[src/rtl/core/ihrl_pkg.sv]
// Shared types, codes and constants of the Intel HEX record loader.
// Used by every loader module except ihrl_ram; depends on nothing else.
package ihrl_pkg;

  localparam int unsigned MAX_DATA = 32;

  localparam logic CFG_FLASH_BASE = 1'b0;
  localparam logic CFG_FLASH_END  = 1'b1;

  localparam logic [23:0] FLASH_BASE_RST = 24'h800000;
  localparam logic [23:0] FLASH_END_RST  = 24'h87F000;

  localparam logic [7:0] CHAR_COLON = 8'h3A;
  localparam logic [7:0] CHAR_SPACE = 8'h20;

  localparam logic [2:0] ST_WRITTEN     = 3'd0;
  localparam logic [2:0] ST_END         = 3'd1;
  localparam logic [2:0] ST_OFFSET      = 3'd2;
  localparam logic [2:0] ST_TOO_LONG    = 3'd3;
  localparam logic [2:0] ST_CHECKSUM    = 3'd4;
  localparam logic [2:0] ST_RANGE       = 3'd5;
  localparam logic [2:0] ST_UNSUPPORTED = 3'd6;
  localparam logic [2:0] ST_NOT_RECORD  = 3'd7;

  localparam logic [7:0] TYPE_DATA    = 8'd0;
  localparam logic [7:0] TYPE_EOF     = 8'd1;
  localparam logic [7:0] TYPE_SEGMENT = 8'd2;

  typedef enum logic [1:0] {
    JOB_REPORT,
    JOB_DATA,
    JOB_OFFSET
  } job_kind_e;

  typedef struct packed {
    job_kind_e   kind;
    logic [2:0]  status;
    logic [7:0]  count;
    logic [15:0] address;
    logic [8:0]  nvalid;
    logic        bank;
  } job_t;

  typedef struct packed {
    logic valid;
    logic bank;
  } bank_rel_t;

  function automatic logic [3:0] hex_digit(input logic [7:0] c);
    logic [3:0] d;
    d = 4'd0;
    if (c >= 8'h30 && c <= 8'h39) begin
      d = 4'(c - 8'h30);
    end else if (c >= 8'h41 && c <= 8'h46) begin
      d = 4'(c - 8'h37);
    end else if (c >= 8'h61 && c <= 8'h66) begin
      d = 4'(c - 8'h57);
    end
    return d;
  endfunction

endpackage

[src/rtl/core/ihrl_ram.sv]
// Generic single-port-write, single-port-read RAM with registered read data.
// Standalone; no package needed.
module ihrl_ram #(
  parameter int unsigned Width = 8,
  parameter int unsigned Depth = 64
) (
  input  logic                     clk_i,
  input  logic                     we_i,
  input  logic [$clog2(Depth)-1:0] waddr_i,
  input  logic [Width-1:0]         wdata_i,
  input  logic                     re_i,
  input  logic [$clog2(Depth)-1:0] raddr_i,
  output logic [Width-1:0]         rdata_o
);

  logic [Width-1:0] mem_q [Depth];
  logic [Width-1:0] rdata_q;

  always_ff @(posedge clk_i) begin
    if (we_i) begin
      mem_q[waddr_i] <= wdata_i;
    end
    if (re_i) begin
      rdata_q <= mem_q[raddr_i];
    end
  end

  assign rdata_o = rdata_q;

endmodule

[src/rtl/core/ihrl_job_fifo.sv]
// Two-entry queue of parsed record jobs between the parser and the executor.
// Depends on ihrl_pkg for the job type.
module ihrl_job_fifo (
  input  logic          clk_i,
  input  logic          rst_ni,
  input  logic          push_i,
  input  ihrl_pkg::job_t job_i,
  output logic          full_o,
  output logic          valid_o,
  input  logic          pop_i,
  output ihrl_pkg::job_t job_o
);
  import ihrl_pkg::*;

  job_t       slot_q [2];
  logic       wptr_q, wptr_d;
  logic       rptr_q, rptr_d;
  logic [1:0] cnt_q, cnt_d;
  logic       do_push, do_pop;

  assign full_o  = cnt_q == 2'd2;
  assign valid_o = cnt_q != 2'd0;
  assign job_o   = slot_q[rptr_q];
  assign do_push = push_i && !full_o;
  assign do_pop  = pop_i && valid_o;

  always_comb begin
    wptr_d = do_push ? ~wptr_q : wptr_q;
    rptr_d = do_pop ? ~rptr_q : rptr_q;
    cnt_d  = cnt_q;
    if (do_push && !do_pop) begin
      cnt_d = cnt_q + 2'd1;
    end else if (do_pop && !do_push) begin
      cnt_d = cnt_q - 2'd1;
    end
  end

  always_ff @(posedge clk_i) begin
    if (do_push) begin
      slot_q[wptr_q] <= job_i;
    end
  end

  always_ff @(posedge clk_i or negedge rst_ni) begin
    if (!rst_ni) begin
      wptr_q <= 1'b0;
      rptr_q <= 1'b0;
      cnt_q  <= 2'd0;
    end else begin
      wptr_q <= wptr_d;
      rptr_q <= rptr_d;
      cnt_q  <= cnt_d;
    end
  end

endmodule

[src/rtl/core/ihrl_front.sv]
// Character parser: assembles the hex fields of one line, stores data bytes
// in a line buffer bank and queues one job per line. Depends on ihrl_pkg.
module ihrl_front #(
  parameter int unsigned MaxData = ihrl_pkg::MAX_DATA
) (
  input  logic                       clk_i,
  input  logic                       rst_ni,
  input  logic [7:0]                 char_code_i,
  input  logic                       line_end_i,
  input  logic                       push_i,
  output logic                       full_o,
  output logic                       job_push_o,
  output ihrl_pkg::job_t             job_o,
  input  logic                       fifo_full_i,
  input  ihrl_pkg::bank_rel_t        rel_i,
  output logic                       ram_we_o,
  output logic [$clog2(MaxData):0]   ram_waddr_o,
  output logic [7:0]                 ram_wdata_o
);
  import ihrl_pkg::*;

  localparam int unsigned IdxW = $clog2(MaxData);

  localparam logic [1:0] PH_START  = 2'd0;
  localparam logic [1:0] PH_RECORD = 2'd1;
  localparam logic [1:0] PH_OTHER  = 2'd2;

  localparam logic [1:0] FLD_COUNT = 2'd0;
  localparam logic [1:0] FLD_ADDR  = 2'd1;
  localparam logic [1:0] FLD_TYPE  = 2'd2;
  localparam logic [1:0] FLD_DATA  = 2'd3;

  logic [1:0]  phase_q, phase_d;
  logic        skip_q, skip_d;
  logic        ended_q, ended_d;
  logic [1:0]  fidx_q, fidx_d;
  logic [2:0]  dcnt_q, dcnt_d;
  logic [15:0] fval_q, fval_d;
  logic [7:0]  rcount_q, rcount_d;
  logic [15:0] raddr_q, raddr_d;
  logic [7:0]  rtype_q, rtype_d;
  logic [7:0]  sum_q, sum_d;
  logic [8:0]  didx_q, didx_d;
  logic        bank_q, bank_d;
  logic [1:0]  busy_q, busy_d;

  logic        accept;
  logic        do_commit;
  logic [15:0] cv;
  logic [15:0] v_new;
  logic [2:0]  dcnt_new;
  logic [2:0]  limit;
  job_t        job;

  assign full_o      = busy_q[bank_q] || fifo_full_i;
  assign accept      = push_i && !full_o;
  assign ram_waddr_o = {bank_q, didx_q[IdxW-1:0]};
  assign ram_wdata_o = cv[7:0];
  assign job_o       = job;

  always_comb begin
    phase_d    = phase_q;
    skip_d     = skip_q;
    ended_d    = ended_q;
    fidx_d     = fidx_q;
    dcnt_d     = dcnt_q;
    fval_d     = fval_q;
    rcount_d   = rcount_q;
    raddr_d    = raddr_q;
    rtype_d    = rtype_q;
    sum_d      = sum_q;
    didx_d     = didx_q;
    bank_d     = bank_q;
    busy_d     = busy_q;
    do_commit  = 1'b0;
    cv         = fval_q;
    ram_we_o   = 1'b0;
    job_push_o = 1'b0;
    job        = '0;
    v_new      = {fval_q[11:0], hex_digit(char_code_i)};
    dcnt_new   = dcnt_q + 3'd1;
    limit      = (fidx_q == FLD_ADDR) ? 3'd4 : 3'd2;

    if (rel_i.valid) begin
      busy_d[rel_i.bank] = 1'b0;
    end

    if (accept && !line_end_i) begin
      if (phase_q == PH_START) begin
        phase_d = (char_code_i == CHAR_COLON) ? PH_RECORD : PH_OTHER;
      end else if (phase_q == PH_RECORD && !ended_q) begin
        if (!(skip_q && char_code_i == CHAR_SPACE)) begin
          skip_d = 1'b0;
          if (!(fidx_q == FLD_DATA && didx_q > {1'b0, rcount_q})) begin
            if (char_code_i == CHAR_SPACE) begin
              do_commit = 1'b1;
              ended_d   = 1'b1;
            end else if (dcnt_new >= limit) begin
              do_commit = 1'b1;
              cv        = v_new;
            end else begin
              fval_d = v_new;
              dcnt_d = dcnt_new;
            end
          end
        end
      end
    end

    if (accept && line_end_i && phase_q == PH_RECORD && !ended_q) begin
      do_commit = 1'b1;
    end

    if (do_commit) begin
      case (fidx_q)
        FLD_COUNT: begin
          rcount_d = cv[7:0];
          sum_d    = sum_q + cv[7:0];
          fidx_d   = FLD_ADDR;
        end
        FLD_ADDR: begin
          raddr_d = cv;
          sum_d   = sum_q + cv[7:0] + cv[15:8];
          fidx_d  = FLD_TYPE;
        end
        FLD_TYPE: begin
          rtype_d = cv[7:0];
          sum_d   = sum_q + cv[7:0];
          fidx_d  = FLD_DATA;
        end
        default: begin
          if (didx_q <= {1'b0, rcount_q}) begin
            ram_we_o = didx_q < 9'(MaxData);
            sum_d    = sum_q + cv[7:0];
            didx_d   = didx_q + 9'd1;
          end
        end
      endcase
      fval_d = '0;
      dcnt_d = '0;
    end

    if (accept && line_end_i) begin
      job.count   = rcount_d;
      job.address = raddr_d;
      job.nvalid  = didx_d;
      job.bank    = bank_q;
      job.kind    = JOB_REPORT;
      if (phase_q != PH_RECORD) begin
        job.status = ST_NOT_RECORD;
      end else if ({1'b0, rcount_d} > 9'(MaxData)) begin
        job.status = ST_TOO_LONG;
      end else if (sum_d != 8'd0) begin
        job.status = ST_CHECKSUM;
      end else if (rtype_d == TYPE_DATA) begin
        job.kind   = JOB_DATA;
        job.status = ST_WRITTEN;
      end else if (rtype_d == TYPE_EOF) begin
        job.status = ST_END;
      end else if (rtype_d == TYPE_SEGMENT && rcount_d == 8'd2) begin
        job.kind   = JOB_OFFSET;
        job.status = ST_OFFSET;
      end else begin
        job.status = ST_UNSUPPORTED;
      end
      job_push_o     = 1'b1;
      busy_d[bank_q] = 1'b1;
      bank_d         = ~bank_q;
      phase_d        = PH_START;
      skip_d         = 1'b1;
      ended_d        = 1'b0;
      fidx_d         = FLD_COUNT;
      dcnt_d         = '0;
      fval_d         = '0;
      rcount_d       = '0;
      raddr_d        = '0;
      rtype_d        = '0;
      sum_d          = '0;
      didx_d         = '0;
    end
  end

  always_ff @(posedge clk_i or negedge rst_ni) begin
    if (!rst_ni) begin
      phase_q  <= PH_START;
      skip_q   <= 1'b1;
      ended_q  <= 1'b0;
      fidx_q   <= FLD_COUNT;
      dcnt_q   <= '0;
      fval_q   <= '0;
      rcount_q <= '0;
      raddr_q  <= '0;
      rtype_q  <= '0;
      sum_q    <= '0;
      didx_q   <= '0;
      bank_q   <= 1'b0;
      busy_q   <= '0;
    end else begin
      phase_q  <= phase_d;
      skip_q   <= skip_d;
      ended_q  <= ended_d;
      fidx_q   <= fidx_d;
      dcnt_q   <= dcnt_d;
      fval_q   <= fval_d;
      rcount_q <= rcount_d;
      raddr_q  <= raddr_d;
      rtype_q  <= rtype_d;
      sum_q    <= sum_d;
      didx_q   <= didx_d;
      bank_q   <= bank_d;
      busy_q   <= busy_d;
    end
  end

endmodule

[src/rtl/core/ihrl_back.sv]
// Record executor: takes queued jobs, computes flash targets, checks the
// range, emits byte writes and status results. Depends on ihrl_pkg.
module ihrl_back #(
  parameter int unsigned MaxData = ihrl_pkg::MAX_DATA
) (
  input  logic                      clk_i,
  input  logic                      rst_ni,
  input  logic                      job_valid_i,
  input  ihrl_pkg::job_t            job_i,
  output logic                      job_pop_o,
  input  logic [23:0]               flash_base_i,
  input  logic [23:0]               flash_end_i,
  output logic                      ram_re_o,
  output logic [$clog2(MaxData):0]  ram_raddr_o,
  input  logic [7:0]                ram_rdata_i,
  output ihrl_pkg::bank_rel_t       rel_o,
  output logic                      empty,
  input  logic                      pop,
  output logic [2:0]                status_o,
  output logic                      write_valid_o,
  output logic [23:0]               flash_address_o,
  output logic [7:0]                data_byte_o,
  output logic                      last_o
);
  import ihrl_pkg::*;

  localparam int unsigned IdxW = $clog2(MaxData);

  localparam logic [3:0] S_IDLE    = 4'd0;
  localparam logic [3:0] S_REPORT  = 4'd1;
  localparam logic [3:0] S_BASE    = 4'd2;
  localparam logic [3:0] S_ADDR    = 4'd3;
  localparam logic [3:0] S_CHECK   = 4'd4;
  localparam logic [3:0] S_READ    = 4'd5;
  localparam logic [3:0] S_BYTE    = 4'd6;
  localparam logic [3:0] S_OFF_RD1 = 4'd7;
  localparam logic [3:0] S_OFF_SET = 4'd8;

  logic [3:0]  state_q, state_d;
  job_t        job_q, job_d;
  logic [2:0]  st_q, st_d;
  logic [24:0] target_q, target_d;
  logic [7:0]  idx_q, idx_d;
  logic [15:0] off_q, off_d;
  logic [7:0]  hi_q, hi_d;

  logic        ov_q, ov_d;
  logic [2:0]  ost_q, ost_d;
  logic        owv_q, owv_d;
  logic [23:0] oaddr_q, oaddr_d;
  logic [7:0]  odata_q, odata_d;
  logic        olast_q, olast_d;

  logic        out_free;
  logic        is_last;
  logic        byte_ok;

  assign out_free        = !ov_q || pop;
  assign is_last         = ({1'b0, idx_q} + 9'd1) == {1'b0, job_q.count};
  assign byte_ok         = {1'b0, idx_q} < job_q.nvalid;
  assign empty           = !ov_q;
  assign status_o        = ost_q;
  assign write_valid_o   = owv_q;
  assign flash_address_o = oaddr_q;
  assign data_byte_o     = odata_q;
  assign last_o          = olast_q;

  always_comb begin
    state_d     = state_q;
    job_d       = job_q;
    st_d        = st_q;
    target_d    = target_q;
    idx_d       = idx_q;
    off_d       = off_q;
    hi_d        = hi_q;
    ov_d        = (pop && ov_q) ? 1'b0 : ov_q;
    ost_d       = ost_q;
    owv_d       = owv_q;
    oaddr_d     = oaddr_q;
    odata_d     = odata_q;
    olast_d     = olast_q;
    job_pop_o   = 1'b0;
    ram_re_o    = 1'b0;
    ram_raddr_o = {job_q.bank, idx_q[IdxW-1:0]};
    rel_o       = '{valid: 1'b0, bank: job_q.bank};

    unique case (state_q)
      S_IDLE: begin
        if (job_valid_i) begin
          job_pop_o = 1'b1;
          job_d     = job_i;
          st_d      = job_i.status;
          idx_d     = '0;
          unique case (job_i.kind)
            JOB_DATA: state_d = S_BASE;
            JOB_OFFSET: begin
              ram_re_o    = 1'b1;
              ram_raddr_o = {job_i.bank, {IdxW{1'b0}}};
              state_d     = S_OFF_RD1;
            end
            default: state_d = S_REPORT;
          endcase
        end
      end
      S_REPORT: begin
        if (out_free) begin
          ov_d        = 1'b1;
          ost_d       = st_q;
          owv_d       = 1'b0;
          oaddr_d     = '0;
          odata_d     = '0;
          olast_d     = 1'b1;
          rel_o.valid = 1'b1;
          state_d     = S_IDLE;
        end
      end
      S_BASE: begin
        target_d = {1'b0, flash_base_i} + {5'd0, off_q, 4'd0};
        state_d  = S_ADDR;
      end
      S_ADDR: begin
        target_d = target_q + {9'd0, job_q.address};
        state_d  = S_CHECK;
      end
      S_CHECK: begin
        if ((target_q + {17'd0, job_q.count}) > {1'b0, flash_end_i}) begin
          st_d    = ST_RANGE;
          state_d = S_REPORT;
        end else if (job_q.count == 8'd0) begin
          st_d    = ST_WRITTEN;
          state_d = S_REPORT;
        end else begin
          state_d = S_READ;
        end
      end
      S_READ: begin
        ram_re_o = 1'b1;
        state_d  = S_BYTE;
      end
      S_BYTE: begin
        if (out_free) begin
          ov_d     = 1'b1;
          ost_d    = ST_WRITTEN;
          owv_d    = 1'b1;
          oaddr_d  = target_q[23:0];
          odata_d  = byte_ok ? ram_rdata_i : 8'd0;
          olast_d  = is_last;
          target_d = target_q + 25'd1;
          idx_d    = idx_q + 8'd1;
          if (is_last) begin
            rel_o.valid = 1'b1;
            state_d     = S_IDLE;
          end else begin
            state_d = S_READ;
          end
        end
      end
      S_OFF_RD1: begin
        hi_d        = (job_q.nvalid != 9'd0) ? ram_rdata_i : 8'd0;
        ram_re_o    = 1'b1;
        ram_raddr_o = {job_q.bank, IdxW'(1)};
        state_d     = S_OFF_SET;
      end
      S_OFF_SET: begin
        off_d   = {hi_q, (job_q.nvalid > 9'd1) ? ram_rdata_i : 8'd0};
        state_d = S_REPORT;
      end
      default: state_d = S_IDLE;
    endcase
  end

  always_ff @(posedge clk_i) begin
    job_q    <= job_d;
    st_q     <= st_d;
    target_q <= target_d;
    idx_q    <= idx_d;
    hi_q     <= hi_d;
    ost_q    <= ost_d;
    owv_q    <= owv_d;
    oaddr_q  <= oaddr_d;
    odata_q  <= odata_d;
    olast_q  <= olast_d;
  end

  always_ff @(posedge clk_i or negedge rst_ni) begin
    if (!rst_ni) begin
      state_q <= S_IDLE;
      off_q   <= '0;
      ov_q    <= 1'b0;
    end else begin
      state_q <= state_d;
      off_q   <= off_d;
      ov_q    <= ov_d;
    end
  end

endmodule

[src/rtl/core/intel_hex_record_loader_core.sv]
// Intel HEX record loader top level: parser, job queue, executor, line RAM
// and the two flash window registers. Depends on ihrl_pkg and all ihrl_ modules.
//
// The parser accepts a character while full is low, and a line end queues the line
// as one job at the edge that accepts it. With the executor idle and the result register
// free, a status-only line goes straight to the report state, which loads its result; a
// type 2 record first reads its two offset bytes from the line RAM and sets the offset; a
// data record first forms its flash target from base, offset and address and checks the
// range, then reports if it fails the check or carries no bytes. Otherwise each write is
// a line RAM read, then a load of the result register, paced further by pop. Data bytes
// are held in a line RAM of two banks, one per line in flight, each MaxData bytes rounded
// up to a power of two, so full stays high while the bank the parser is filling still
// holds a line that has not been carried out, or while two jobs wait in the queue. No
// clearing pass is needed after reset.
module intel_hex_record_loader_core #(
  parameter int unsigned MaxData = ihrl_pkg::MAX_DATA
) (
  input  logic        clk_i,
  input  logic        rst_ni,
  input  logic        cfg_we_i,
  input  logic        cfg_idx_i,
  input  logic [23:0] cfg_data_i,
  input  logic [7:0]  char_code_i,
  input  logic        line_end_i,
  input  logic        push,
  output logic        full,
  output logic        empty,
  input  logic        pop,
  output logic [2:0]  status_o,
  output logic        write_valid_o,
  output logic [23:0] flash_address_o,
  output logic [7:0]  data_byte_o,
  output logic        last_o
);
  import ihrl_pkg::*;

  localparam int unsigned RamDepth = 2 * (1 << $clog2(MaxData));
  localparam int unsigned RamAw    = $clog2(RamDepth);

  logic [23:0] flash_base_q;
  logic [23:0] flash_end_q;

  logic        job_push;
  job_t        job_in;
  job_t        job_out;
  logic        fifo_full;
  logic        job_valid;
  logic        job_pop;
  bank_rel_t   rel;
  logic        ram_we;
  logic [RamAw-1:0] ram_waddr;
  logic [7:0]  ram_wdata;
  logic        ram_re;
  logic [RamAw-1:0] ram_raddr;
  logic [7:0]  ram_rdata;

  always_ff @(posedge clk_i or negedge rst_ni) begin
    if (!rst_ni) begin
      flash_base_q <= FLASH_BASE_RST;
      flash_end_q  <= FLASH_END_RST;
    end else if (cfg_we_i) begin
      case (cfg_idx_i)
        CFG_FLASH_BASE: flash_base_q <= cfg_data_i;
        default:        flash_end_q  <= cfg_data_i;
      endcase
    end
  end

  ihrl_front #(
    .MaxData(MaxData)
  ) u_front (
    .clk_i       (clk_i),
    .rst_ni      (rst_ni),
    .char_code_i (char_code_i),
    .line_end_i  (line_end_i),
    .push_i      (push),
    .full_o      (full),
    .job_push_o  (job_push),
    .job_o       (job_in),
    .fifo_full_i (fifo_full),
    .rel_i       (rel),
    .ram_we_o    (ram_we),
    .ram_waddr_o (ram_waddr),
    .ram_wdata_o (ram_wdata)
  );

  ihrl_job_fifo u_fifo (
    .clk_i   (clk_i),
    .rst_ni  (rst_ni),
    .push_i  (job_push),
    .job_i   (job_in),
    .full_o  (fifo_full),
    .valid_o (job_valid),
    .pop_i   (job_pop),
    .job_o   (job_out)
  );

  ihrl_ram #(
    .Width(8),
    .Depth(RamDepth)
  ) u_line_ram (
    .clk_i   (clk_i),
    .we_i    (ram_we),
    .waddr_i (ram_waddr),
    .wdata_i (ram_wdata),
    .re_i    (ram_re),
    .raddr_i (ram_raddr),
    .rdata_o (ram_rdata)
  );

  ihrl_back #(
    .MaxData(MaxData)
  ) u_back (
    .clk_i           (clk_i),
    .rst_ni          (rst_ni),
    .job_valid_i     (job_valid),
    .job_i           (job_out),
    .job_pop_o       (job_pop),
    .flash_base_i    (flash_base_q),
    .flash_end_i     (flash_end_q),
    .ram_re_o        (ram_re),
    .ram_raddr_o     (ram_raddr),
    .ram_rdata_i     (ram_rdata),
    .rel_o           (rel),
    .empty           (empty),
    .pop             (pop),
    .status_o        (status_o),
    .write_valid_o   (write_valid_o),
    .flash_address_o (flash_address_o),
    .data_byte_o     (data_byte_o),
    .last_o          (last_o)
  );

endmodule
[config.mk]
export PLATFORM = sky130hd
export DESIGN_NAME = intel_hex_record_loader_core
export DESIGN_NICKNAME = d
export VERILOG_FILES = /design/src/rtl/core/ihrl_pkg.sv /design/src/rtl/core/ihrl_ram.sv /design/src/rtl/core/ihrl_job_fifo.sv /design/src/rtl/core/ihrl_front.sv /design/src/rtl/core/ihrl_back.sv /design/src/rtl/core/intel_hex_record_loader_core.sv
export SDC_FILE = /design/constraint.sdc
export NUM_CORES = 1
export LEC_CHECK = 0
export BUFFER_PORTS_ARGS = -buffer_cell sky130_fd_sc_hd__buf_2
export CORE_MARGIN = 5
export CORE_UTILIZATION = 30
export DETAILED_ROUTE_END_ITERATION = 10
export SYNTH_ARGS = -nofsm -noshare
export SYNTH_HDL_FRONTEND = slang
export SYNTH_HIERARCHICAL = 1
export SYNTH_SLANG_ARGS = --single-unit
[constraint.sdc]
create_clock -name clk_i -period 7.7 [get_ports clk_i]
set_clock_uncertainty 0.1 [all_clocks]
set_input_delay 1.54 -clock clk_i [delete_from_list [all_inputs] [get_ports clk_i]]
set_output_delay 1.54 -clock clk_i [all_outputs]
set_load 0.01 [all_outputs]
==> summary.txt <==
Cells and area
  • Commonest non-fill, non-tap cell in the layout: edfxtp_1
  • Post-Route Utilization: 0.3414
  • Fillers: 12580
  • Layout area overhead: 13.45%
  • Final #Nets: 2890
  • Layout cell share with drive strength beyond 1: 0.2047
  • Commonest non-fill, non-tap cells in the layout: edfxtp_1 (713), nor2_1 (267), dfrtp_1 (140)

Detailed routing
  • 1st-iter DRT viols: 2109
  • Vias: 22750
  • Routed Antenna Nets: 0
  • DRT Wirelength: 95880 µm
  • WL/cell: 21.00 µm
  • DRC violations left: 0
  • Pre-antenna DRT Iters: 5
  • Via/cell ratio: 4.982

Synth
  • Mapped Avg Cell Area: 14.92 µm²
  • Number of synthesis warnings: 6
  • Post-synth EDFFs: 713
  • Synthesis-stage register bit count: 863
  • Post-synth ARST share: 0.1738
  • Main synth FF type: edfxtp_1
  • Area of the mapped netlist: 39410 µm²
  • Unique masters post-synth: 117
  • Syn nets: 2799
  • Syn Inst Count: 2642
  • Seq/Total Area, Yosys: 0.6388

Die
  • Die area: 138700 µm²
  • Core Box Area: 131000 µm²
  • Die W: 372.5 µm
  • Initial Util: 0.3010
  • Number of placed I/O pins: 78
  • FP Rows: 133
  • Die height: 372.5 µm

Global routing
  • Met2 usage: 0.2228
  • GRT met1 Usage: 0.1846
  • Pin count of the biggest net entering global routing: 84
  • Tot GR Track Use: 0.1364
  • First-pass GRT wire length: 143900 µm
  • Initial antenna violation count: 3
  • GRT overflow: 0
  • Met3 Use GR: 0.02670
  • GR peak layer: met2
  • Number of global-route vias before repair: 22740

Power and ir drop
  • Peak VDD IR: 0.0002017 V
  • Total power: 14.72 mW
  • P per Cell Area: 329.3 nW/µm²
  • Leak pwr: 16.52 nW

Flow run
  • Max-Cap Viols: 0

Setup path
  • Data required time of the critical path: 8140 ps
  • WS Path Type: flop to flop
  • Crit path max fanout: 6
  • Critical Path End Type: flop
  • Startpoint types: flop
  • CP arrival: 6910 ps

STA
  • Fin crit period: 6471 ps
  • Final setup fails: 0
  • Unrepaired setup endpoints after global routing: false
  • Final TNS setup: 0 ps
  • Fmax: 154.5 MHz
  • Rel. slew slack: 0.1362
  • Final slew viol count: 0
  • Final hold violation count: 0
  • Hold slack: 370.0 ps
  • Fin crit share: 0.8404
  • Slew @ Worst Pin: 1291 ps

Clock network
  • Clock transition at the registers of the reported paths: 70 ps
  • CTS Buffer Depth: 3
  • CTS tree: done
  • TritonCTS buffer count: 90
  • Buffer count from post-CTS setup fixing: 0
  • # resized after CTS: 0
  • Post-CTS Hold Buffers: 0
  • CTS sink cnt: 863
  • H-Tree Depth: 3
  • Root Driver: clkbuf_16
  • Worst-Skew Late Latency: 710 ps

Placed design
  • I/O Buffers: 77
  • DP HPWL: 63670 µm
  • Final GP Congestion: 0.8725

Status
  • Status: complete, no violations

Min path
  • Hold Path Class: flop to flop
[cell type report]
class	count	area, µm²	area share
flip-flops and latches	863	25180	0.5631
repair buffers	110	651.9	0.01458
clock buffers	107	2326	0.05202
multi-input cells	1576	13270	0.2968
well taps	1755	2196	0.04911
clock inverters	61	744.5	0.01665
inverters	92	345.3	0.007723
diodes	2	5.005	0.0001119
[registers in the layout, summed over array words and instances, names as in the netlist, 4 cells and up]
signal	flops
u_front/fval_q	16
u_back/target_q	25
u_back/hi_q	8
u_front/raddr_q	16
u_front/rcount_q	8
u_front/sum_q	8
u_back/state_q	4
u_back/data_byte_o	8
flash_end_q	24
u_back/idx_q	8
u_back/flash_address_o	24
u_back/job_q	33
u_front/didx_q	9
u_fifo/slot_q	78
u_front/rtype_q	8
u_back/off_q	16
flash_base_q	24
u_line_ram/mem_q	512
u_line_ram/rdata_o	8
[where the power goes]
group	switching [mW]	internal, mW	total, mW
clock network	1.89	2.57	4.46
registers	0.374	5.59	5.97
logic	2.58	1.72	4.30
[synth_stat cells, drive strengths merged, types with 10 or more instances]
cell,instances,share of area
edfxtp,713,0.54
nor2,273,0.026
dfrtp,140,0.089
mux4,124,0.071
nand2,115,0.011
ha,113,0.036
mux2,109,0.035
inv,90,0.0086
a21oi,80,0.010
o21ai,63,0.0081
and2,62,0.0099
buf,59,0.011
xnor2,54,0.012
clkbuf,52,0.0052
nand3,51,0.0065
mux2i,42,0.011
xor2,37,0.0082
a22o,34,0.0076
a21o,29,0.0057
o22ai,28,0.0046
nor3,27,0.0038
nand2b,26,0.0041
nor2b,26,0.0043
a211oi,20,0.0038
a31oi,19,0.0038
and3,17,0.0027
a22oi,16,0.0032
nand4,15,0.0024
o21a,15,0.0029
nor4,14,0.0024
or2,12,0.0019
or3,12,0.0020
a221oi,10,0.0024
dfstp,10,0.0067
o21bai,10,0.0019
[metrics by stage]
stage / instance area (µm²) / setup WS (ps) / cells
2_1_floorplan: 39410 / 853.5 / 2642
3_3_place_gp: 41640 / 789.1 / 4396
3_5_place_dp: 41640 / 700.2 / 4396
4_1_cts: 44710 / 1248 / 4564
5_1_grt: 44710 / 817.9 / 4565
6_report: 44710 / 1229 / 4566
[final timing paths]
path / slack (ps) / to / start / depth (start not counted)
min in group asynchronous: 820 / u_front/raddr_q[0]$_DFF_PN0_ / rst_ni / 1
min reg2reg: 370 / u_back/off_q[9]$_DFFE_PN0P_ / u_back/hi_q[1]$_SDFFCE_PN0P_ / 1
max in group asynchronous: 5200 / flash_base_q[2]$_DFFE_PN0P_ / rst_ni / 2
max: 1230 / u_fifo/slot_q[0][37]$_DFFE_PP_ / u_front/fidx_q[1]$_DFFE_PN0P_ / 24
min: 370 / u_back/off_q[9]$_DFFE_PN0P_ / u_back/hi_q[1]$_SDFFCE_PN0P_ / 1
max reg2reg: 1230 / u_fifo/slot_q[0][37]$_DFFE_PP_ / u_front/fidx_q[1]$_DFFE_PN0P_ / 24
[layer usage]
layer	up-vias	wire, µm
li1	10300	-
met1	11610	41170
met2	697	45620
met3	139	6419
met4	0	2667
met5	-	0
[cell families after synthesis]
kind of cell,count (synthesis),synth area share
compound gates,394,0.07133
xor+xnor,95,0.02257
fa+ha+maj,118,0.03841
buf+inv,203,0.02536
flops,863,0.6388
mux,275,0.1166
simple gates,694,0.08698
[worst max-delay path: stages, from the launching register on]
cell      delay, ps
dfrtp_1         400
inv_1           130
ha_1            370
inv_1           200
ha_1            320
a21bo_2         110
a21oi_1         140
or3_1           450
or3_1           420
nand2_1         230
inv_2            60
ha_1            270
a211oi_1        320
nor2_1          110
xor2_1          250
ha_1            320
a21oi_1         210
o21bai_1        100
a21oi_1         180
xnor2_1          80
a22o_2          270
a221oi_1        320
nand4b_1        210
nor4_2          440
and4_1          290
No activity file was read; power rests on OpenSTA's default activity.
